--- src/rtl/lattice_boundary_link_mask_assert.svh ---
// Assertion macros for the lattice boundary link mask block.
// Included by the modules that carry concurrent checks; no other dependencies.
`ifndef LATTICE_BOUNDARY_LINK_MASK_ASSERT_SVH
`define LATTICE_BOUNDARY_LINK_MASK_ASSERT_SVH
`ifndef SYNTHESIS
`define LBLM_ASSERT(lbl, clk, rst, prop, msg) \
  lbl: assert property (@(posedge clk) disable iff (rst) prop) else $error(msg);
`define LBLM_ASSERT_ALWAYS(lbl, clk, prop, msg) \
  lbl: assert property (@(posedge clk) prop) else $error(msg);
`else
`define LBLM_ASSERT(lbl, clk, rst, prop, msg)
`define LBLM_ASSERT_ALWAYS(lbl, clk, prop, msg)
`endif
`endif

--- src/rtl/lblm_pkg.sv ---
// Shared types, codes and helpers for the lattice boundary link mask block.
// No dependencies; imported by every module of the block.
`timescale 1ns / 1ps
`default_nettype none
package lblm_pkg;

  localparam int MAX_DIM_DEF = 32;
  localparam int COORD_LIM   = 32;   // reach of a 5-bit coordinate
  localparam int COORD_W     = 5;
  localparam int SIZE_W      = 6;
  localparam int LINK_W      = 14;
  localparam int CFG_IDX_W   = 2;
  localparam int STEP_W      = 4;
  localparam int Q_DEPTH     = 2;
  localparam int Q_PTR_W     = 1;
  localparam int Q_CNT_W     = 2;

  localparam logic [STEP_W-1:0] LAST_STEP = 4'd14;   // center + 14 neighbors
  localparam logic [SIZE_W-1:0] SIZE_RESET = 6'd32;

  // register indexes
  localparam logic [CFG_IDX_W-1:0] REG_SIZE_X = 2'd0;
  localparam logic [CFG_IDX_W-1:0] REG_SIZE_Y = 2'd1;
  localparam logic [CFG_IDX_W-1:0] REG_SIZE_Z = 2'd2;

  // item kinds
  localparam logic KIND_WRITE = 1'b0;
  localparam logic KIND_QUERY = 1'b1;

  typedef struct packed {
    logic               kind;
    logic [COORD_W-1:0] coord_x;
    logic [COORD_W-1:0] coord_y;
    logic [COORD_W-1:0] coord_z;
    logic               solid;
  } in_item_t;

  typedef struct packed {
    logic [LINK_W-1:0] link_mask;
    logic              range_error;
  } out_item_t;

  typedef struct packed {
    logic [SIZE_W-1:0] sx;
    logic [SIZE_W-1:0] sy;
    logic [SIZE_W-1:0] sz;
  } lat_size_t;

  typedef enum logic [1:0] {
    OP_WRITE  = 2'd0,
    OP_QUERY  = 2'd1,
    OP_REJECT = 2'd2
  } cmd_op_t;

  // classified command passed from front to back through the queue
  typedef struct packed {
    cmd_op_t            op;
    logic [COORD_W-1:0] x;
    logic [COORD_W-1:0] y;
    logic [COORD_W-1:0] z;
    logic [COORD_W-1:0] xp;
    logic [COORD_W-1:0] xm;
    logic [COORD_W-1:0] yp;
    logic [COORD_W-1:0] ym;
    logic [COORD_W-1:0] zp;
    logic [COORD_W-1:0] zm;
    logic               solid;
  } cmd_t;

  typedef enum logic [1:0] {
    AX_C = 2'd0,
    AX_P = 2'd1,
    AX_M = 2'd2
  } axis_sel_t;

  typedef struct packed {
    axis_sel_t sx;
    axis_sel_t sy;
    axis_sel_t sz;
  } dir_t;

  typedef enum logic [2:0] {
    BK_CLEAR  = 3'd0,
    BK_IDLE   = 3'd1,
    BK_READ   = 3'd2,
    BK_WAIT   = 3'd3,
    BK_FINISH = 3'd4
  } bk_state_t;

  // Read step to neighbor offset. Step 0 is the node itself, step k is
  // mask bit k-1.
  function automatic dir_t dir_sel(input logic [STEP_W-1:0] step);
    dir_t d;
    d = '{AX_C, AX_C, AX_C};
    case (step)
      4'd1:  d = '{AX_P, AX_C, AX_C};
      4'd2:  d = '{AX_M, AX_C, AX_C};
      4'd3:  d = '{AX_C, AX_P, AX_C};
      4'd4:  d = '{AX_C, AX_M, AX_C};
      4'd5:  d = '{AX_C, AX_C, AX_P};
      4'd6:  d = '{AX_C, AX_C, AX_M};
      4'd7:  d = '{AX_P, AX_P, AX_P};
      4'd8:  d = '{AX_M, AX_P, AX_P};
      4'd9:  d = '{AX_P, AX_M, AX_P};
      4'd10: d = '{AX_M, AX_M, AX_P};
      4'd11: d = '{AX_P, AX_P, AX_M};
      4'd12: d = '{AX_M, AX_P, AX_M};
      4'd13: d = '{AX_P, AX_M, AX_M};
      4'd14: d = '{AX_M, AX_M, AX_M};
      default: d = '{AX_C, AX_C, AX_C};
    endcase
    return d;
  endfunction

endpackage
`default_nettype wire

--- src/rtl/lblm_front.sv ---
// Front end: accepts items, range-checks them and works out wrapped
// neighbor coordinates. Depends on lblm_pkg.
`timescale 1ns / 1ps
`default_nettype none
module lblm_front #(
  parameter int MAX_DIM = lblm_pkg::MAX_DIM_DEF
) (
  input  wire logic               rst,
  input  wire logic               in_valid,
  output logic                    in_stall,
  input  wire lblm_pkg::in_item_t in_item,
  input  wire lblm_pkg::lat_size_t sizes,
  input  wire logic               clearing,
  input  wire logic               q_full,
  output logic                    push,
  output lblm_pkg::cmd_t          cmd
);
  import lblm_pkg::*;

  localparam int LIM = (MAX_DIM < COORD_LIM) ? MAX_DIM : COORD_LIM;
  localparam logic [SIZE_W-1:0] LIM_S = SIZE_W'(LIM);

  logic [SIZE_W-1:0] nx, ny, nz;
  logic              ok;
  logic              accept;

  function automatic logic [SIZE_W-1:0] clamp(input logic [SIZE_W-1:0] v);
    return (v > LIM_S) ? LIM_S : v;
  endfunction

  function automatic logic [COORD_W-1:0] up(input logic [COORD_W-1:0] c,
                                            input logic [SIZE_W-1:0] n);
    logic [SIZE_W-1:0] s;
    s = {1'b0, c} + 6'd1;
    return (s >= n) ? '0 : s[COORD_W-1:0];
  endfunction

  function automatic logic [COORD_W-1:0] down(input logic [COORD_W-1:0] c,
                                              input logic [SIZE_W-1:0] n);
    logic [SIZE_W-1:0] s;
    s = n - 6'd1;
    return (c == '0) ? s[COORD_W-1:0] : c - 5'd1;
  endfunction

  assign nx = clamp(sizes.sx);
  assign ny = clamp(sizes.sy);
  assign nz = clamp(sizes.sz);
  assign ok = ({1'b0, in_item.coord_x} < nx) && ({1'b0, in_item.coord_y} < ny) &&
              ({1'b0, in_item.coord_z} < nz);

  // stalled in reset, through the back end's clearing sweep and while the queue is full
  assign in_stall = clearing || q_full || rst;
  assign accept   = in_valid && !in_stall;

  // out-of-range writes are taken and dropped here
  assign push = accept && (ok || in_item.kind == KIND_QUERY);

  always_comb begin
    cmd.x     = in_item.coord_x;
    cmd.y     = in_item.coord_y;
    cmd.z     = in_item.coord_z;
    cmd.xp    = up(in_item.coord_x, nx);
    cmd.xm    = down(in_item.coord_x, nx);
    cmd.yp    = up(in_item.coord_y, ny);
    cmd.ym    = down(in_item.coord_y, ny);
    cmd.zp    = up(in_item.coord_z, nz);
    cmd.zm    = down(in_item.coord_z, nz);
    cmd.solid = in_item.solid;
    if (in_item.kind == KIND_WRITE) begin
      cmd.op = OP_WRITE;
    end else if (ok) begin
      cmd.op = OP_QUERY;
    end else begin
      cmd.op = OP_REJECT;
    end
  end

endmodule
`default_nettype wire

--- config.mk ---
export PLATFORM = sky130hd
export DESIGN_NAME = lblm_front
export DESIGN_NICKNAME = d
export VERILOG_FILES = /design/src/rtl/lattice_boundary_link_mask_assert.svh /design/src/rtl/lblm_pkg.sv /design/src/rtl/lblm_front.sv
export SDC_FILE = /design/constraint.sdc
export NUM_CORES = 1
export LEC_CHECK = 0
export BUFFER_PORTS_ARGS = -buffer_cell sky130_fd_sc_hd__buf_2
export CORE_MARGIN = 10
export CORE_UTILIZATION = 47
export DETAILED_ROUTE_END_ITERATION = 12
export PLACE_DENSITY = 0.87
export REMOVE_ABC_BUFFERS = 1
export SLEW_MARGIN = 20
export SYNTH_ARGS = -nofsm -noshare
export SYNTH_HDL_FRONTEND = slang
export SYNTH_SLANG_ARGS = --single-unit
--- constraint.sdc ---
create_clock -name vclk -period 2.09
set_input_delay 0.209 -clock vclk [all_inputs]
set_output_delay 0.209 -clock vclk [all_outputs]
set_load 0.02 [all_outputs]
==> impl_metrics.toml, run 1 <==
[sta]
rsz0062_at_grt = "true"
fin_crit_sh_pct = 100
setup_viol = 1
tightest_slew_ns = 0.323
min_period_ns = 2.10
max_freq_mhz = 477
maxSlewHeadroom_pct = 78.4
slew_violations = 0
whs_ns = 0.418
final-hold-violation-count = 0
tns_ns = -0.00842
worst_slack_ns = -0.00842

[final_layout]
fin_area_um2 = 2320
final_net_count = 390
flops_and_latches = 0
multiInputGateArea_um2 = 1530
final_util_pct = 75.4
fillCellCount = 233
nClkBuffers = 0
synthToLayoutAreaGrowth_pct = 51.2
layout-drive-gt1-share_pct = 50.2
seq_area_um2 = 0
diodes = 0

[route]
drcViolationCount = 0
ant_nets = 0
wl_um = 5630
vias = 1850
drtIter0Drc = 58
viasPerCell = 5.27
wl_per_cell_um = 16.0
drtPass1Iterations = 5

[die]
fp.dieW_um = 77.1
dieArea_um2 = 5950
coreArea_um2 = 3080
start_util_pct = 49.8
ios = 89
fp-row-count = 20
fp.dieH_um = 77.1

[worst_hold_path]
whs_path_depth = 0
hold_path_class = "input pin to output pin"

[worst_setup_path]
cp_max_fo = 5
crit_required_ns = 1.88
path_class = "input pin to output pin"
arrival_ns = 1.89
startpoint_type = "input pin"
cp-end-kind = "output pin"

[placement]
place_area_um2 = 2010
port_buffers = 87
gp_congestion = 0.843
post-place-ws_ns = -0.141
hpwl_um = 4280

[run_status]
status = "finished with violations"
violations = "setup timing"

[power_and_ir_drop]
power.leakage_nw = 1.22
p_per_area_nw_per_um2 = 287
vdd_drop_max_mv = 0.212

[logic_synthesis]
synth_area_um2 = 1530
yosys.area.top_type_share_pct = 34.3
ys_seq_area_share_pct = 0
ys_warn_count = 0
yosys.cell_types.count = 24
post_synth.cell_area_avg_um2 = 7.27
synth_cells = 211
synth_area_leaders = "ha_1 34%, buf_4 7.8%, nor2b_1 6.1%, nand3_1 5.2%, nor2_1 5.1%"
yosys.area.top_type = "ha_1"
ys_top_cells_by_count = "42 x ha_1, 21 x nor2_1, 17 x nand2_1, 16 x buf_4, 16 x nand3_1"
yosysMostFrequentCell = "ha_1"

[global_routing]
grt_pass1_vias = 1826
antenna_found_initial = 0
globalRouteOverflowTotal = 0
grt_start_max_net_pins = 10
grt_use_total_pct = 14.8
grt_pass1_wl_um = 7960

[clock_network]
cts_hold_buf = 0

[flow_run]
maxCapViolCount = 0
==> layout by cell type (no fill, tap or decap), types with 4 or more instances in the layout <==
cell type	n
nand2_1	14
nand3_1	15
a21oi_2	6
o21ai_2	4
xor2_1	9
nor2b_1	12
a21o_1	6
a31oi_2	4
ha_1	36
a21oi_1	4
inv_2	4
buf_2	72
nor2_1	21
xnor2_1	6
inv_1	11
ha_4	4
a31oi_1	8
buf_4	36
==> worst paths after layout <==
check	end	start
worst max-delay path	cmd[15]	in_item[7]
worst min-delay path	cmd[0]	in_item[0]
==> cell type report <==
class,instances,share of cell area [%]
Timing Repair Buffer,112,29.0
Multi-Input combinational cell,179,66.0
Inverter,16,2.70
Tap cell,44,2.37
==> through the flow <==
stage / cells / power [mW]
global route: 351 / 0.727
floorplan: 195 / 0.325
global placement: 340 / 0.555
CTS: 340 / 0.585
detailed placement: 340 / 0.572
finish: 351 / 0.665
==> where the power goes <==
| part | switching (mW) | internal, mW | total [mW] |
|---|---|---|---|
| sequential | 0 | 0 | 0 |
| clock | 0 | 0 | 0 |
| combinational | 0.389 | 0.276 | 0.665 |
==> critical path, cell delays in order <==
cell	delay, ns
buf_4	0.15
inv_1	0.10
ha_1	0.15
nor4b_4	0.25
nor2_1	0.10
a21oi_2	0.21
ha_2	0.23
nand3_1	0.10
xor2_1	0.20
buf_2	0.20
==> metal layers <==
layer	track usage [%]	share of wire, %
met5	0	0
met4	2.01	0.83
met3	3.85	6.3
met2	28.4	55
met1	15.8	38
==> repair_timing <==
| action | CTS | global route |
|---|---|---|
| endpoints found under the setup margin | 6 | 25 |
| buffers inserted | 0 | 11 |
| gates resized for setup | 9 | 52 |
| pin swaps | 2 | 12 |
==> cell families after synthesis <==
kind of cell / synth area share [%]
AOI/OAI and AO/OA: 15.5
xor gates and xnor gates: 10.3
adders and majority gates: 34.3
buffers and inverters: 11.7
and+or+nand+nor: 28.2
(Power assumes the default switching activity.)
==> inputs of run 2 (changes only) <==
==> constraint.sdc (replaced) <==
create_clock -name vclk -period 2.09
set_input_delay 0.418 -clock vclk [all_inputs]
set_output_delay 0.418 -clock vclk [all_outputs]
set_load 0.02 [all_outputs]
==> run 2 against run 1 <==
  * The run now fails in clock tree synthesis (4_1_cts)
  * Synthesized cell count is the same
  * Area after synthesis is the same
==> impl_metrics.toml, run 2 <==
[logic_synthesis]
synth_area_um2 = 1530
synth_cells = 211
ys_top_cells_by_count = "42 x ha_1, 21 x nor2_1, 17 x nand2_1, 16 x buf_4, 16 x nand3_1"
yosys.cell_types.count = 24
synth_area_leaders = "ha_1 34%, buf_4 7.8%, nor2b_1 6.1%, nand3_1 5.2%, nor2_1 5.1%"
post_synth.cell_area_avg_um2 = 7.27
yosys.area.top_type = "ha_1"
yosysMostFrequentCell = "ha_1"
ys_warn_count = 0
yosys.area.top_type_share_pct = 34.3
ys_seq_area_share_pct = 0

[clock_network]
cts_resized = 157
cts_hold_buf = 0
post_cts_buffers = 19

[die]
start_util_pct = 49.8
ios = 89
fp.dieW_um = 77.1
fp-row-count = 20
fp.dieH_um = 77.1

[placement]
dp_cells = 388
hpwl_um = 4910
gp_congestion = 0.887
place_area_um2 = 2370
port_buffers = 87
post-place-ws_ns = -0.501

[run_status]
status = "aborted with a tool error"
stop_error = "[ERROR DPL-0038] Utilization greater than 100%, impossible to legalize"
lastStage = "clock tree synthesis (4_1_cts)"
[run 2: cell counts after synthesis]
Identical to the previous run, type by type.
[run 2: per-stage QoR]
step | hold WS, ns | TNS [ns] | utilization [%]
floorplan | 0.836 | -6.97 | -
global placement | 0.836 | -8.74 | 77.0
detailed placement | 0.836 | -11.29 | 77.0
[run 2: logic make-up after synthesis]
logic type               synth area share (%)
AND/OR/NAND/NOR                          28.2
buffers and inverters                    11.7
AO/OA/AOI/OAI                            15.5
XOR/XNOR                                 10.3
adder cells (fa/ha/maj)                  34.3
==> inputs of run 3 (changes only) <==
CORE_UTILIZATION = 40   (was 47)
PLACE_DENSITY = not set   (was 0.87)
PLACE_DENSITY_LB_ADDON = 0.15   (was not set)
==> run 3 against run 2 <==
  * The flow now finishes, with violations (setup timing)
==> impl_metrics.toml, run 3 (same netlist as run 1, synthesis figures left out) <==
[route]
ant_nets = 0
vias = 2268
top_layer = "met4"
wl_met3_um = 409
routed-wl-met2_um = 4980
drtPass1Iterations = 4
wl_per_cell_um = 21.5
met1_length_um = 3130
viasPerCell = 5.53
drcViolationCount = 0
wl_um = 8830
drtIter0Drc = 106

[sta]
max_freq_mhz = 395
tightest_slew_ns = 0.388
setup_viol = 30
slew_violations = 0
fin_crit_sh_pct = 121
tns_ns = -8.68
whs_ns = 0.836
min_period_ns = 2.53
maxSlewHeadroom_pct = 74.0
final-hold-violation-count = 0
worst_slack_ns = -0.439
rsz0062_at_grt = "true"

[final_layout]
final_common_cell = "buf_4"
nClkBuffers = 0
seq_area_um2 = 0
layout-drive-gt1-share_pct = 69.3
flops_and_latches = 0
final_cell_mix = "93 x buf_4, 44 x buf_2, 27 x ha_1"
synthToLayoutAreaGrowth_pct = 118
final_net_count = 444
final_util_pct = 90.7

[die]
ios = 89
start_util_pct = 41.6
fp.dieW_um = 81.9
coreArea_um2 = 3690
dieArea_um2 = 6710
fp.dieH_um = 81.9
fp-row-count = 22

[global_routing]
grt_pass1_vias = 2371
grt_start_max_net_pins = 8
grt_use_total_pct = 20.6
globalRouteOverflowTotal = 0
grt_pass1_wl_um = 11300
antenna_found_initial = 0

[flow_run]
maxCapViolCount = 0

[worst_setup_path]
slowest_delay_ns = 0.31
crit_end = "push"
worst_path_max_delay_cell = "ha_1"
cp-end-kind = "output pin"
cpMostUsedCell = "buf_6"
startpoint_type = "input pin"
cp_max_fo = 3
critPathLaunch = "sizes[11]"
path_class = "input pin to output pin"
arrival_ns = 2.11
cp_cell_sequence = "buf_6, clkinv_2, nand2_1, ha_1, o21ai_0, o21ai_1, a221oi_2, buf_4, o211a_1, buf_6"
crit_required_ns = 1.67

[power_and_ir_drop]
total_power_mw = 0.970
power.leakage_nw = 1.61
vdd_drop_max_mv = 0.198
p_per_area_nw_per_um2 = 290

[placement]
hpwl_um = 4430
post-place-ws_ns = -0.429
port_buffers = 87
gp_congestion = 0.870

[run_status]
status = "finished with violations"
violations = "setup timing"

[worst_hold_path]
hold_path_class = "input pin to output pin"

[clock_network]
cts_hold_buf = 0
[run 3: critical path, delay by kind of cell]
kind | cells | cell delay (ns)
adder cells (fa/ha/maj) | 1 | 0.31
AND/OR/NAND/NOR | 1 | 0.11
buffers and inverters | 4 | 0.45
AO/OA/AOI/OAI | 4 | 0.81
[run 3: repair_timing]
item | CTS | global route
buffers inserted | 14 | 8
pin swaps | 46 | 20
resized for setup | 169 | 32
endpoints found under the setup margin | 32 | 33
[run 3: per-layer routing]
layer | vias up | global-route usage [%]
met3 | 28 | 1.53
met1 | 1099 | 21.0
met4 | 0 | 5.10
met2 | 103 | 43.0
met5 | - | 0
li1 | 1038 | -
[run 3: power by group]
group	switching [mW]	internal (mW)	total (mW)
registers	0	0	0
logic	0.512	0.458	0.970
clock network	0	0.0000000641	0.0000000641
total	0.512	0.458	0.970
[run 3: layout make-up]
type	instances	area, um^2
multi-input combinational	179	1880
timing repair buffer	166	1290
fill	150	343
inverter	16	109
tap	48	60.1
antenna	1	2.50
[run 3: worst min path at each step]
stage                    start  depth (start not counted)     end
floorplan           in_item[0]                          0  cmd[0]
global placement    in_item[0]                          0  cmd[0]
detailed placement  in_item[0]                          0  cmd[0]
CTS                 in_item[0]                          0  cmd[0]
global route        in_item[0]                          0  cmd[0]
finish              in_item[0]                          0  cmd[0]
[run 3: metrics by stage]
step                      cell area [um^2]  cells
final                                 3350    410
after global routing                  3340    409
after CTS                             3120    401
after detailed placement              2340    387
after global placement                2340    387
after floorplan                       1410    195
==> inputs of run 4 (changes only) <==
clock period = 2.2 ns   (was 2.09 ns; I/O delays follow)
==> run 4 against run 3 <==
  * The flow still finishes with violations (setup timing)
  * Flip-flop and latch count is the same
  * Routed wire length grew 8.8%
  * Sequential share of layout area is the same
  * Critical path type unchanged
  * Largest cell class unchanged
==> impl_metrics.toml, run 4 (same netlist as run 1, synthesis figures left out) <==
[worst_hold_path]
hold_path_class = "input pin to output pin"

[global_routing]
grt_use_total_pct = 17.8
antenna_found_initial = 0
top_usage_layer = "met2"
met3_usage_pct = 2.07
globalRouteOverflowTotal = 0
grt_util_met2_pct = 37.5
globalRouteMet1Util_pct = 16.8
grt_pass1_wl_um = 9900
grt_pass1_vias = 2230
grt_start_max_net_pins = 8

[route]
wl_per_cell_um = 23.4
drtIter0Drc = 84
drcViolationCount = 0
drtPass1Iterations = 4
wl_um = 9600
viasPerCell = 5.73
vias = 2354
ant_nets = 0

[sta]
worst_slack_ns = -0.441
tightest_slew_ns = 0.392
tns_ns = -7.94
max_freq_mhz = 379
slew_violations = 0
rsz0062_at_grt = "true"
min_period_ns = 2.64
fin_crit_sh_pct = 120
maxSlewHeadroom_pct = 73.7
setup_viol = 30
final-hold-violation-count = 0

[power_and_ir_drop]
p_per_area_nw_per_um2 = 279
power.leakage_nw = 1.64
vdd_drop_max_mv = 0.185

[worst_setup_path]
cp_max_fo = 5
startpoint_type = "input pin"
path_class = "input pin to output pin"
arrival_ns = 2.20
crit_required_ns = 1.76
cp-end-kind = "output pin"

[final_layout]
layout-drive-gt1-share_pct = 72.5
diodes = 0
flops_and_latches = 0
stdcell_count = 411
seq_area_um2 = 0
final_net_count = 446
final_cell_mix = "93 x buf_4, 45 x buf_2, 24 x ha_1"
fillCellCount = 120
nClkBuffers = 0
multiInputGateArea_um2 = 1970
final_util_pct = 93.9
synthToLayoutAreaGrowth_pct = 126
final_common_cell = "buf_4"

[die]
fp.dieH_um = 81.9
ios = 89
fp-row-count = 22
start_util_pct = 41.6
fp.dieW_um = 81.9
dieArea_um2 = 6710
coreArea_um2 = 3690

[run_status]
status = "finished with violations"
violations = "setup timing"

[placement]
dp_cells = 387
port_buffers = 87
gp_congestion = 0.874
hpwl_um = 4460

[flow_run]
maxCapViolCount = 0
[run 4: path summary, 6_finish.rpt]
path	slack, ns	cells after the start	from	to
setup / recovery	-0.44	11	sizes[17]	push
hold / removal	0.88	0	in_item[0]	cmd[0]
[run 4: what timing repair did]
action                     in CTS  in global routing
gates resized for setup       141                 78
setup endpoints to repair      30                 30
buffers inserted               13                 11
pin swaps                      39                 36
hold buffers                    0                  0
[run 4: routing by layer]
layer,wire length (um),share of wire [%]
met2,5010,52
met1,3380,35
met5,0,0
met3,539,5.6
met4,668,7.0
[run 4: stage by stage]
stage	power [mW]	instance area [um^2]	setup slack, ns	hold slack, ns
final	0.966	3460	-0.441	0.880
after global routing	1.02	3460	-0.490	0.880
after CTS	0.767	3010	-0.205	0.880
after detailed placement	0.606	2340	-0.365	0.880
after global placement	0.599	2340	-0.378	0.880
after floorplan	0.309	1410	-0.435	0.880
[run 4: critical path, cell delays in order]
cell and delay [ns]:
buf_6 0.11, inv_6 0.07, buf_6 0.12, nand2_1 0.09, ha_1 0.30, nor2_1 0.19, nor2_1 0.10, a221oi_2 0.31
buf_4 0.18, o211a_1 0.17, buf_6 0.12
[run 4: power by group]
part           switching (mW)  internal [mW]
registers                   0              0
logic                   0.512          0.455
clock network               0              0
total                   0.512          0.455
[run 4: layout make-up]
| class | count | share of cell area [%] |
|---|---|---|
| Timing Repair Buffer | 168 | 37.9 |
| Multi-Input combinational cell | 179 | 56.8 |
| Tap cell | 48 | 1.73 |
| Inverter | 16 | 3.54 |
