**src/rtl/lattice_boundary_link_mask_assert.svh**
```systemverilog
// Assertion macros for the lattice boundary link mask block.
// Included by the modules that carry concurrent checks; no other dependencies.
`ifndef LATTICE_BOUNDARY_LINK_MASK_ASSERT_SVH
`define LATTICE_BOUNDARY_LINK_MASK_ASSERT_SVH
`ifndef SYNTHESIS
`define LBLM_ASSERT(lbl, clk, rst, prop, msg) \
  lbl: assert property (@(posedge clk) disable iff (rst) prop) else $error(msg);
`define LBLM_ASSERT_ALWAYS(lbl, clk, prop, msg) \
  lbl: assert property (@(posedge clk) prop) else $error(msg);
`else
`define LBLM_ASSERT(lbl, clk, rst, prop, msg)
`define LBLM_ASSERT_ALWAYS(lbl, clk, prop, msg)
`endif
`endif

```
**src/rtl/lblm_pkg.sv**
```systemverilog
// Shared types, codes and helpers for the lattice boundary link mask block.
// No dependencies; imported by every module of the block.
`timescale 1ns / 1ps
`default_nettype none
package lblm_pkg;

  localparam int MAX_DIM_DEF = 32;
  localparam int COORD_LIM   = 32;   // reach of a 5-bit coordinate
  localparam int COORD_W     = 5;
  localparam int SIZE_W      = 6;
  localparam int LINK_W      = 14;
  localparam int CFG_IDX_W   = 2;
  localparam int STEP_W      = 4;
  localparam int Q_DEPTH     = 2;
  localparam int Q_PTR_W     = 1;
  localparam int Q_CNT_W     = 2;

  localparam logic [STEP_W-1:0] LAST_STEP = 4'd14;   // center + 14 neighbors
  localparam logic [SIZE_W-1:0] SIZE_RESET = 6'd32;

  // register indexes
  localparam logic [CFG_IDX_W-1:0] REG_SIZE_X = 2'd0;
  localparam logic [CFG_IDX_W-1:0] REG_SIZE_Y = 2'd1;
  localparam logic [CFG_IDX_W-1:0] REG_SIZE_Z = 2'd2;

  // item kinds
  localparam logic KIND_WRITE = 1'b0;
  localparam logic KIND_QUERY = 1'b1;

  typedef struct packed {
    logic               kind;
    logic [COORD_W-1:0] coord_x;
    logic [COORD_W-1:0] coord_y;
    logic [COORD_W-1:0] coord_z;
    logic               solid;
  } in_item_t;

  typedef struct packed {
    logic [LINK_W-1:0] link_mask;
    logic              range_error;
  } out_item_t;

  typedef struct packed {
    logic [SIZE_W-1:0] sx;
    logic [SIZE_W-1:0] sy;
    logic [SIZE_W-1:0] sz;
  } lat_size_t;

  typedef enum logic [1:0] {
    OP_WRITE  = 2'd0,
    OP_QUERY  = 2'd1,
    OP_REJECT = 2'd2
  } cmd_op_t;

  // classified command passed from front to back through the queue
  typedef struct packed {
    cmd_op_t            op;
    logic [COORD_W-1:0] x;
    logic [COORD_W-1:0] y;
    logic [COORD_W-1:0] z;
    logic [COORD_W-1:0] xp;
    logic [COORD_W-1:0] xm;
    logic [COORD_W-1:0] yp;
    logic [COORD_W-1:0] ym;
    logic [COORD_W-1:0] zp;
    logic [COORD_W-1:0] zm;
    logic               solid;
  } cmd_t;

  typedef enum logic [1:0] {
    AX_C = 2'd0,
    AX_P = 2'd1,
    AX_M = 2'd2
  } axis_sel_t;

  typedef struct packed {
    axis_sel_t sx;
    axis_sel_t sy;
    axis_sel_t sz;
  } dir_t;

  typedef enum logic [2:0] {
    BK_CLEAR  = 3'd0,
    BK_IDLE   = 3'd1,
    BK_READ   = 3'd2,
    BK_WAIT   = 3'd3,
    BK_FINISH = 3'd4
  } bk_state_t;

  // Read step to neighbor offset. Step 0 is the node itself, step k is
  // mask bit k-1.
  function automatic dir_t dir_sel(input logic [STEP_W-1:0] step);
    dir_t d;
    d = '{AX_C, AX_C, AX_C};
    case (step)
      4'd1:  d = '{AX_P, AX_C, AX_C};
      4'd2:  d = '{AX_M, AX_C, AX_C};
      4'd3:  d = '{AX_C, AX_P, AX_C};
      4'd4:  d = '{AX_C, AX_M, AX_C};
      4'd5:  d = '{AX_C, AX_C, AX_P};
      4'd6:  d = '{AX_C, AX_C, AX_M};
      4'd7:  d = '{AX_P, AX_P, AX_P};
      4'd8:  d = '{AX_M, AX_P, AX_P};
      4'd9:  d = '{AX_P, AX_M, AX_P};
      4'd10: d = '{AX_M, AX_M, AX_P};
      4'd11: d = '{AX_P, AX_P, AX_M};
      4'd12: d = '{AX_M, AX_P, AX_M};
      4'd13: d = '{AX_P, AX_M, AX_M};
      4'd14: d = '{AX_M, AX_M, AX_M};
      default: d = '{AX_C, AX_C, AX_C};
    endcase
    return d;
  endfunction

endpackage
`default_nettype wire

```
**src/rtl/lblm_fifo.sv**
```systemverilog
// Two-entry command queue between the front and back ends.
// Depends on lblm_pkg for the command type.
`timescale 1ns / 1ps
`default_nettype none
module lblm_fifo (
  input  wire logic           clk,
  input  wire logic           rst,
  input  wire logic           push,
  input  wire lblm_pkg::cmd_t push_cmd,
  output logic                full,
  input  wire logic           pop,
  output lblm_pkg::cmd_t      head,
  output logic                not_empty
);
  import lblm_pkg::*;

  cmd_t               slots [Q_DEPTH];
  logic [Q_PTR_W-1:0] wr_ptr;
  logic [Q_PTR_W-1:0] rd_ptr;
  logic [Q_CNT_W-1:0] cnt;

  assign full      = (cnt == Q_CNT_W'(Q_DEPTH));
  assign not_empty = (cnt != '0);
  assign head      = slots[rd_ptr];

  always_ff @(posedge clk) begin
    if (push) begin
      slots[wr_ptr] <= push_cmd;
    end
  end

  always_ff @(posedge clk) begin
    if (rst) begin
      wr_ptr <= '0;
      rd_ptr <= '0;
      cnt    <= '0;
    end else begin
      if (push) begin
        wr_ptr <= wr_ptr + 1'b1;
      end
      if (pop) begin
        rd_ptr <= rd_ptr + 1'b1;
      end
      case ({push, pop})
        2'b10:   cnt <= cnt + 1'b1;
        2'b01:   cnt <= cnt - 1'b1;
        default: cnt <= cnt;
      endcase
    end
  end

endmodule
`default_nettype wire

```
**config.mk**
```make
export PLATFORM = sky130hd
export DESIGN_NAME = lblm_fifo
export DESIGN_NICKNAME = d
export VERILOG_FILES = /design/src/rtl/lattice_boundary_link_mask_assert.svh /design/src/rtl/lblm_pkg.sv /design/src/rtl/lblm_fifo.sv
export SDC_FILE = /design/constraint.sdc
export NUM_CORES = 1
export LEC_CHECK = 0
export ABC_CLOCK_PERIOD_IN_PS = 4300
export BUFFER_PORTS_ARGS = -buffer_cell sky130_fd_sc_hd__buf_2
export CAP_MARGIN = 10
export CORE_MARGIN = 3
export CORE_UTILIZATION = 51
export CTS_CLUSTER_DIAMETER = 60
export DETAILED_ROUTE_END_ITERATION = 6
export PLACE_DENSITY = 0.78
export RECOVER_POWER = 100
export SYNTH_ARGS = -nofsm -noshare
export SYNTH_HDL_FRONTEND = slang
export SYNTH_SLANG_ARGS = --single-unit
export TNS_END_PERCENT = 20
```
**constraint.sdc**
```tcl
create_clock -name clk -period 4.3 [get_ports clk]
set_clock_uncertainty 0.1 [all_clocks]
set_input_delay 0.86 -clock clk [delete_from_list [all_inputs] [get_ports clk]]
set_output_delay 0.86 -clock clk [all_outputs]
set_load 0.03 [all_outputs]
```
==> reports/qor.txt, run 1 <==
Status: complete, but fails checks
Failing checks: capacitance limit, slew limit
Pwr/cell area: 483 mW/mm^2
Maxcap violations: 1
Synth Warn #: 0
Htree depth: 3
Critical Path AT: 3.26 ns
Initial core utilization: 0.533
Row Count: 30
Hpwl dp: 4040 um
Crit Path Category: input pin to register
Synth cell types: 16
Syn nets: 224
CP Launch Point: push
DR pass1 iterations: 4
Placer Congestion: 0.720
Most frequent cells in the layout: edfxtp_1, clkbuf_1, mux2_2
Worst-margin pin slew: 2.11 ns
PortBufs: 101
ANT cells: 0
CTS clk-pin slew, worst paths: 0.08 ns
Core area: 0.00687 mm^2
Final setup viols: 0
Max frequency: 296 MHz
Vias in the first global route: 2034
Die Area: 0.00824 mm^2
Post-synthesis register bit count: 101
Resized Gates After CTS: 0
Reg2Reg Setup Slack: 1.24 ns
Initial antenna violation count: 0
Max Slew Vio Count: 32
Overflow after GRT: 0
Worst VDD drop: 0.000252 V
Worst-Skew Late Latency: 0.34 ns
Final wirelength: 6190 um
Final hold violations: 0
Layout Nets: 333
Mean Syn Cell Area: 21.4 um^2
Largest net degree at the start of global routing: 49
Min Tclk post-route: 3.38 ns
Final ANT Viol Nets: 0
RSZ-0062 raised after global routing: no
Area growth syn-to-layout: 20.1%
DRC marker count from the first detailed-route iteration: 80
Period utilization: 0.785
R2R cell count: 2
# clock sinks: 101
Rel. slew slack: -0.410
Io pins: 102
Root Buffer: clkbuf_8
Hold Buf Count CTS: 0
Die W: 90.8 um
Post-Synthesis Cells: 171
Seq/Total Area, Yosys: 0.814
Residual DRC: 0
Worst min-delay path category: register to register
LEAKAGE: 1.48 nW
CTS tree: yes
Data required time of the worst path: 4.19 ns
First-pass GRT wire length: 9940 um
Share of cells above drive strength 1: 0.325
Routed vias: 1840
Clock Path Buffers: 2
Most common cell after layout, fill and taps aside: edfxtp_1
CP max FO: 31
Gr usage total: 0.159
RR Endpoint: slots[1][6]
Setup bufs post-CTS: 0
Total CTS buffers: 9
Routed length per instance: 16.3 um
Vias per cell: 4.85
CP Launch Type: input pin
Setup_tns: 0 ns
Reg2reg start: wr_ptr
Post-Syn Area: 0.00366 mm^2
CP endpoint kind: register
Fin util: 0.641
Worst Setup EP: slots[1][6]
Die Y: 90.8 um
metal layers:
metal	vias up	track usage	part of all wire
li1	877	-	-
met1	888	0.198	0.41
met2	64	0.256	0.50
met3	11	0.0408	0.066
met4	0	0.0855	0.023
met5	-	0	0
where the power goes:
part | internal [W] | switching (W) | total [W] | leakage, nW
clock | 0.000378 | 0.000290 | 0.000668 | 0.109
combinational | 0.0000929 | 0.000188 | 0.000281 | 0.430
sequential | 0.00115 | 0.0000326 | 0.00118 | 0.943
total | 0.00162 | 0.000511 | 0.00213 | 1.48
per-stage QoR:
step	hold slack [ns]	total power [W]	cell area, um^2	instances	worst slack [ns]
2_1_floorplan	0.356	0.00140	3660	171	0.811
3_3_place_gp	0.393	0.00150	4280	365	1.59
3_5_place_dp	0.408	0.00150	4280	365	1.58
4_1_cts	0.424	0.00217	4510	379	1.19
5_1_grt	0.463	0.00222	4400	379	0.637
6_report	0.424	0.00213	4400	379	0.924
logic make-up after synthesis:
| kind of cell | share of synthesized area |
|---|---|
| buffers and inverters | 0.00990 |
| adders and majority gates | 0.00341 |
| DFF | 0.814 |
| muxes | 0.148 |
| and+or+nand+nor | 0.0126 |
| xor gates and xnor gates | 0.00956 |
| AOI/OAI and AO/OA | 0.00273 |
registers in the layout, indices dropped and copies added (netlist names), named ones only:
name	cells
rd_ptr	1
cnt	2
wr_ptr	1
slots	96
Yosys cell counts:
cell type  instances  share of area
nor2_1             5         0.0051
xor2_1             1         0.0024
mux2_2            48           0.15
inv_1              1         0.0010
buf_2              2         0.0027
and2_1             1         0.0017
o21ai_0            1         0.0014
or2_2              1         0.0017
a21oi_1            1         0.0014
ha_1               1         0.0034
edfxtp_1          96           0.79
and2b_2            1         0.0024
dfxtp_1            5          0.027
xnor2_1            3         0.0072
or3_1              1         0.0017
buf_4              3         0.0061
worst min-delay path by stage:
stage / startpoint / to / slack [ns] / depth (start not counted)
2_1_floorplan: cnt[1] / cnt[1] / 0.36 / 2
3_3_place_gp: cnt[1] / cnt[1] / 0.39 / 2
3_5_place_dp: rd_ptr / register / 0.41 / 2
4_1_cts: cnt[1] / cnt[1] / 0.42 / 2
5_1_grt: cnt[1] / cnt[1] / 0.46 / 2
6_report: cnt[1] / cnt[1] / 0.42 / 2
cell type report:
cell class	instances	area [um^2]
timing repair buffer	103	423
fill	535	2470
inverter	1	3.75
tap	96	120
clock buffer	9	124
sequential	101	2980
clock inverter	5	101
multi-input combinational	64	644
worst max-delay path, stage by stage:
cell      delay (ns)
clkbuf_1        0.16
and2_0          1.58
clkbuf_2        0.65
Note: power is estimated with default switching activity, not from simulation.
==> inputs of run 2 (changes only) <==
- ABC_CLOCK_PERIOD_IN_PS: 4300 -> 3000
- CORE_UTILIZATION: 51 -> 46
- PLACE_DENSITY: 0.78 -> 0.74
- clock period: 4.3 -> 3 ns (I/O delays scaled with it)
==> reports/qor.txt, run 2 (synthesized netlist as in run 1, its figures left out) <==
Status: complete, but fails checks
Failing checks: capacitance limit, slew limit
Reg2Reg Setup Slack: 0.82 ns (-0.42 ns)
Residual DRC: 0 (unchanged)
Most flops, register: slots
CP max FO: 29 (-6.5%)
Io pins: 102 (unchanged)
Row Count: 31 (+3.3%)
Worst-Skew Late Latency: 0.34 ns (about the same)
Overflow after GRT: 0 (unchanged)
Htree depth: 3 (unchanged)
Crit Path Category: register to output pin
Routed vias: 1880 (+2.2%)
DP Area: 0.00433 mm^2 (+1.0%)
Final hold violations: 0 (unchanged)
Setup ws final: 0.424 ns (-0.500 ns)
R2R cell count: 2 (unchanged)
Period utilization: 0.859
Routed length per instance: 15.9 um (-2.5%)
RSZ-0062 raised after global routing: no
Initial core utilization: 0.489 (-0.0439)
Final wirelength: 6150 um (-0.71%)
Area of the multi-input gates: 644 um^2 (unchanged)
DR pass1 iterations: 4 (unchanged)
Critical-path top delay cell: dfxtp_2
# clock sinks: 101 (unchanged)
Max frequency: 388 MHz
Worst Setup EP: head[5]
Die Area: 0.00907 mm^2 (+10%)
Initial antenna violation count: 0 (unchanged)
Biggest regs: slots (96), cnt (2)
Min Tclk post-route: 2.58 ns
Die W: 95.2 um (+4.9%)
# fillers: 620 (+16%)
Max incr delay on CP: 0.66 ns (-0.92 ns)
DRC marker count from the first detailed-route iteration: 60 (-25%)
Data required time of the worst path: 2.30 ns (-1.89 ns)
Pwr/cell area: 691 mW/mm^2 (+43%)
PortBufs: 101 (unchanged)
Root Buffer: clkbuf_8
Critical Path AT: 1.88 ns (-1.38 ns)
Area growth syn-to-layout: 21.6%
Number of flip-flops in the largest register: 96 (unchanged)
Setup bufs post-CTS: 0 (unchanged)
Pre-CTS setup slack: 0.799 ns (-0.784 ns)
Largest net degree at the start of global routing: 30 (-39%)
CP Launch Type: register
Final ANT Viol Nets: 0 (unchanged)
Total CTS buffers: 9 (unchanged)
Clock Path Buffers: 2 (unchanged)
Maxcap violations: 1 (unchanged)
Share of cells above drive strength 1: 0.328 (+0.00244)
Reg2reg start: wr_ptr
Gr usage total: 0.142 (-0.0172)
Critical Path, Cell by Cell: buf_12 -> mux2_2 -> clkbuf_1
Crit path buf inv count: 2 (unchanged)
CTS tree: yes
Top cell family by delay on the critical path: flip-flops
FF+latch area: 0.00298 mm^2 (unchanged)
CTS clk-pin slew, worst paths: 0.09 ns (about the same)
CP endpoint kind: output pin
Worst min-delay path category: input pin to register
WP depth: 3 (unchanged)
Layout Nets: 335 (+0.60%)
ANT cells: 0 (unchanged)
Resized Gates After CTS: 0 (unchanged)
Fin util: 0.595 (-0.0458)
Worst-margin pin slew: 1.62 ns (-0.489 ns)
Worst VDD drop: 0.000436 V (+73%)
LEAKAGE: 1.51 nW (+1.6%)
Placer Congestion: 0.716 (-0.51%)
Final setup viols: 0 (unchanged)
Rel. slew slack: -0.0828 (+0.327)
Core area: 0.00749 mm^2 (+9.0%)
Hpwl dp: 4040 um (+0.11%)
Setup_tns: 0 ns (unchanged)
RR Endpoint: slots[0][31]
Die Y: 95.2 um (+4.9%)
Most common cell after layout, fill and taps aside: edfxtp_1
Vias per cell: 4.87 (+0.32%)
Finished Cell Area: 0.00445 mm^2 (+1.2%)
Most frequent cells in the layout: edfxtp_1, clkbuf_1, mux2_2
Max Slew Vio Count: 30 (-6.3%)
Hold Buf Count CTS: 0 (unchanged)
Vias in the first global route: 2013 (-1.0%)
First-pass GRT wire length: 9540 um (-4.0%)
==> run 2: worst reg2reg max path: stages (launching register included) <==
cell	delay, ns
dfxtp_1	0.34
nor2_1	0.14
clkbuf_1	1.19
==> run 2: worst min path at each step <==
stage	startpoint	endpoint	cells after the start	slack, ns
final	push_cmd[4]	slots[1][4]	1	0.34
after global routing	push_cmd[2]	slots[0][2]	1	0.31
after CTS	push_cmd[4]	slots[1][4]	1	0.32
after detailed placement	rd_ptr	rd_ptr	2	0.42
after global placement	cnt[1]	cnt[1]	2	0.39
after floorplan	cnt[1]	cnt[1]	2	0.36
==> run 2: report_power, final <==
part | internal (W) | leakage, nW | switching, W
clock | 0.000550 | 0.119 | 0.000425
sequential | 0.00164 | 0.943 | 0.0000326
combinational | 0.000140 | 0.444 | 0.000286
total | 0.00233 | 1.51 | 0.000743
==> run 2: per-layer routing <==
metal  vias up  track usage  share of wire
li1        891            -              -
met1       903        0.192           0.45
met2        79        0.224           0.47
met3         7       0.0355          0.066
met4         0       0.0505          0.013
met5         -            0              0
==> run 2: stage by stage <==
| stage | total power (W) | instances | hold slack [ns] |
|---|---|---|---|
| final | 0.00308 | 386 | 0.340 |
| after global routing | 0.00321 | 386 | 0.315 |
| after CTS | 0.00314 | 386 | 0.319 |
| after detailed placement | 0.00216 | 370 | 0.415 |
| after global placement | 0.00216 | 370 | 0.385 |
| after floorplan | 0.00201 | 171 | 0.356 |
==> run 2: area by class of cell <==
class                           count  share of cell area
Sequential cell                   101               0.670
Clock buffer                        9              0.0278
Clock inverter                      7              0.0250
Multi-Input combinational cell     64               0.145
Timing Repair Buffer              105               0.104
Inverter                            1            0.000843
Tap cell                           99              0.0278
==> inputs of run 3 (changes only) <==
- RECOVER_POWER: 100 -> default
- SLEW_MARGIN: default -> 20
==> reports/qor.txt, run 3 (synthesized netlist as in run 1, its figures left out) <==
Status: finished, final reports clean
Psw: 0.000743 W (about the same)
Max incr delay on CP: 0.65 ns (about the same)
Logic gate share of total power: 0.146 (+0.008)
Rel. slew slack: 0.659 (+0.742)
First-pass GRT wire length: 9540 um (unchanged)
Gr usage total: 0.142 (unchanged)
Most frequent cells in the layout: buf_2, edfxtp_1, mux2_2
Die W: 95.2 um (unchanged)
Crit Path Category: register to output pin
Vias per cell: 4.88 (+0.11%)
CP Launch Type: register
Initial antenna violation count: 0 (unchanged)
Placer Congestion: 0.716 (unchanged)
Reg2Reg Setup Slack: 1.37 ns (+0.55 ns)
Internal power: 0.00236 W (+1.1%)
DRC marker count from the first detailed-route iteration: 76 (+27%)
# clock sinks: 101 (unchanged)
Final wirelength: 6060 um (-1.4%)
Layout Nets: 335 (unchanged)
Finished Cell Area: 0.00456 mm^2 (+2.4%)
Final ANT Viol Nets: 0 (unchanged)
RSZ-0062 raised after global routing: no
Critical-path top delay cell: dfxtp_2
Most flops, register: slots
Final setup viols: 0 (unchanged)
Routed vias: 1882 (+0.11%)
Period utilization: 0.845 (-0.0138)
Critical Path, Cell by Cell: buf_12 -> mux2_2 -> buf_2
Hold Buf Count CTS: 0 (unchanged)
Most common cell after layout, fill and taps aside: buf_2
Setup_tns: 0 ns (unchanged)
Io pins: 102 (unchanged)
Worst-Skew Late Latency: 0.34 ns (about the same)
Root Buffer: clkbuf_8
Core area: 0.00749 mm^2 (unchanged)
Residual DRC: 0 (unchanged)
Routed length per instance: 15.7 um (-1.4%)
Worst-margin pin slew: 0.512 ns (-1.11 ns)
Fin util: 0.609 (+0.0144)
CP max FO: 29 (unchanged)
Sequential power share: 0.539 (-0.005)
Critical Path AT: 1.83 ns (-0.05 ns)
Setup bufs post-CTS: 0 (unchanged)
Data required time of the worst path: 2.30 ns (about the same)
Clock Path Buffers: 2 (unchanged)
Hpwl dp: 4040 um (unchanged)
Overflow after GRT: 0 (unchanged)
Final hold violations: 0 (unchanged)
Pwr/cell area: 680 mW/mm^2 (-1.5%)
Area growth syn-to-layout: 24.5%
Row Count: 31 (unchanged)
CTS clk-pin slew, worst paths: 0.09 ns (about the same)
Largest net degree at the start of global routing: 30 (unchanged)
Biggest regs: slots (96), cnt (2)
CP endpoint kind: output pin
Initial core utilization: 0.489 (unchanged)
Switching Fraction: 0.240 (-0.00203)
Maxcap violations: 0 (-1)
DR pass1 iterations: 4 (unchanged)
Total CTS buffers: 9 (unchanged)
Resized Gates After CTS: 0 (unchanged)
PortBufs: 101 (unchanged)
Vias in the first global route: 2013 (unchanged)
Power share of the clock group: 0.315 (-0.002)
ANT cells: 0 (unchanged)
Number of flip-flops in the largest register: 96 (unchanged)
Max frequency: 395 MHz (+1.6%)
Worst VDD drop: 0.000441 V (+1.3%)
Worst min-delay path category: input pin to register
Die Area: 0.00907 mm^2 (unchanged)
Htree depth: 3 (unchanged)
Max Slew Vio Count: 0 (-100%)
Die Y: 95.2 um (unchanged)
CTS tree: yes
DP Area: 0.00433 mm^2 (unchanged)
Share of cells above drive strength 1: 0.599 (+0.272)
LEAKAGE: 1.72 nW (+14%)
Min Tclk post-route: 2.53 ns (-0.0415 ns)
run 3: critical path, delay by kind of cell (launching register included):
family,cells,cell delay (ns)
buffers and inverters,2,0.45
flip-flops,1,0.65
multiplexers,1,0.37
run 3: layer usage:
layer	vias up	GRT usage	part of all wire
met3	6	0.0355	0.072
met4	0	0.0505	0.012
met1	911	0.192	0.44
met2	78	0.224	0.48
met5	-	0	0
li1	887	-	-
run 3: final timing paths:
check / startpoint / end / cells past startpoint
worst max-delay path: register / head[5] / 3
worst min-delay path: push_cmd[4] / slots[1][4] / 1
worst max register to register: wr_ptr / slots[1][31] / 2
worst min register to register: rd_ptr / rd_ptr / 2
run 3: final cells by class:
cell class / instances / area [um^2]
Sequential cell: 101 / 2980
Fill cell: 582 / 2930
Multi-Input combinational cell: 64 / 653
Timing Repair Buffer: 105 / 561
Clock buffer: 9 / 124
Tap cell: 99 / 124
Clock inverter: 7 / 111
Inverter: 1 / 3.75
run 3: stage by stage:
step                instances  setup WS, ns  total power [W]  hold slack (ns)
floorplan                 171         0.598          0.00201            0.356
global placement          370         0.795          0.00216            0.385
detailed placement        370         0.799          0.00216            0.415
CTS                       386         0.402          0.00314            0.319
global route              386         0.352          0.00323            0.315
finish                    386         0.465          0.00310            0.340
run 3: power by group through the flow:
| stage | logic (W) | registers (W) | clock network, W |
|---|---|---|---|
| 2_1_floorplan | 0.000320 | 0.00169 | 0 |
| 3_3_place_gp | 0.000455 | 0.00170 | 0 |
| 3_5_place_dp | 0.000458 | 0.00171 | 0 |
| 4_1_cts | 0.000460 | 0.00167 | 0.00100 |
| 5_1_grt | 0.000484 | 0.00168 | 0.00106 |
| 6_report | 0.000452 | 0.00167 | 0.000977 |
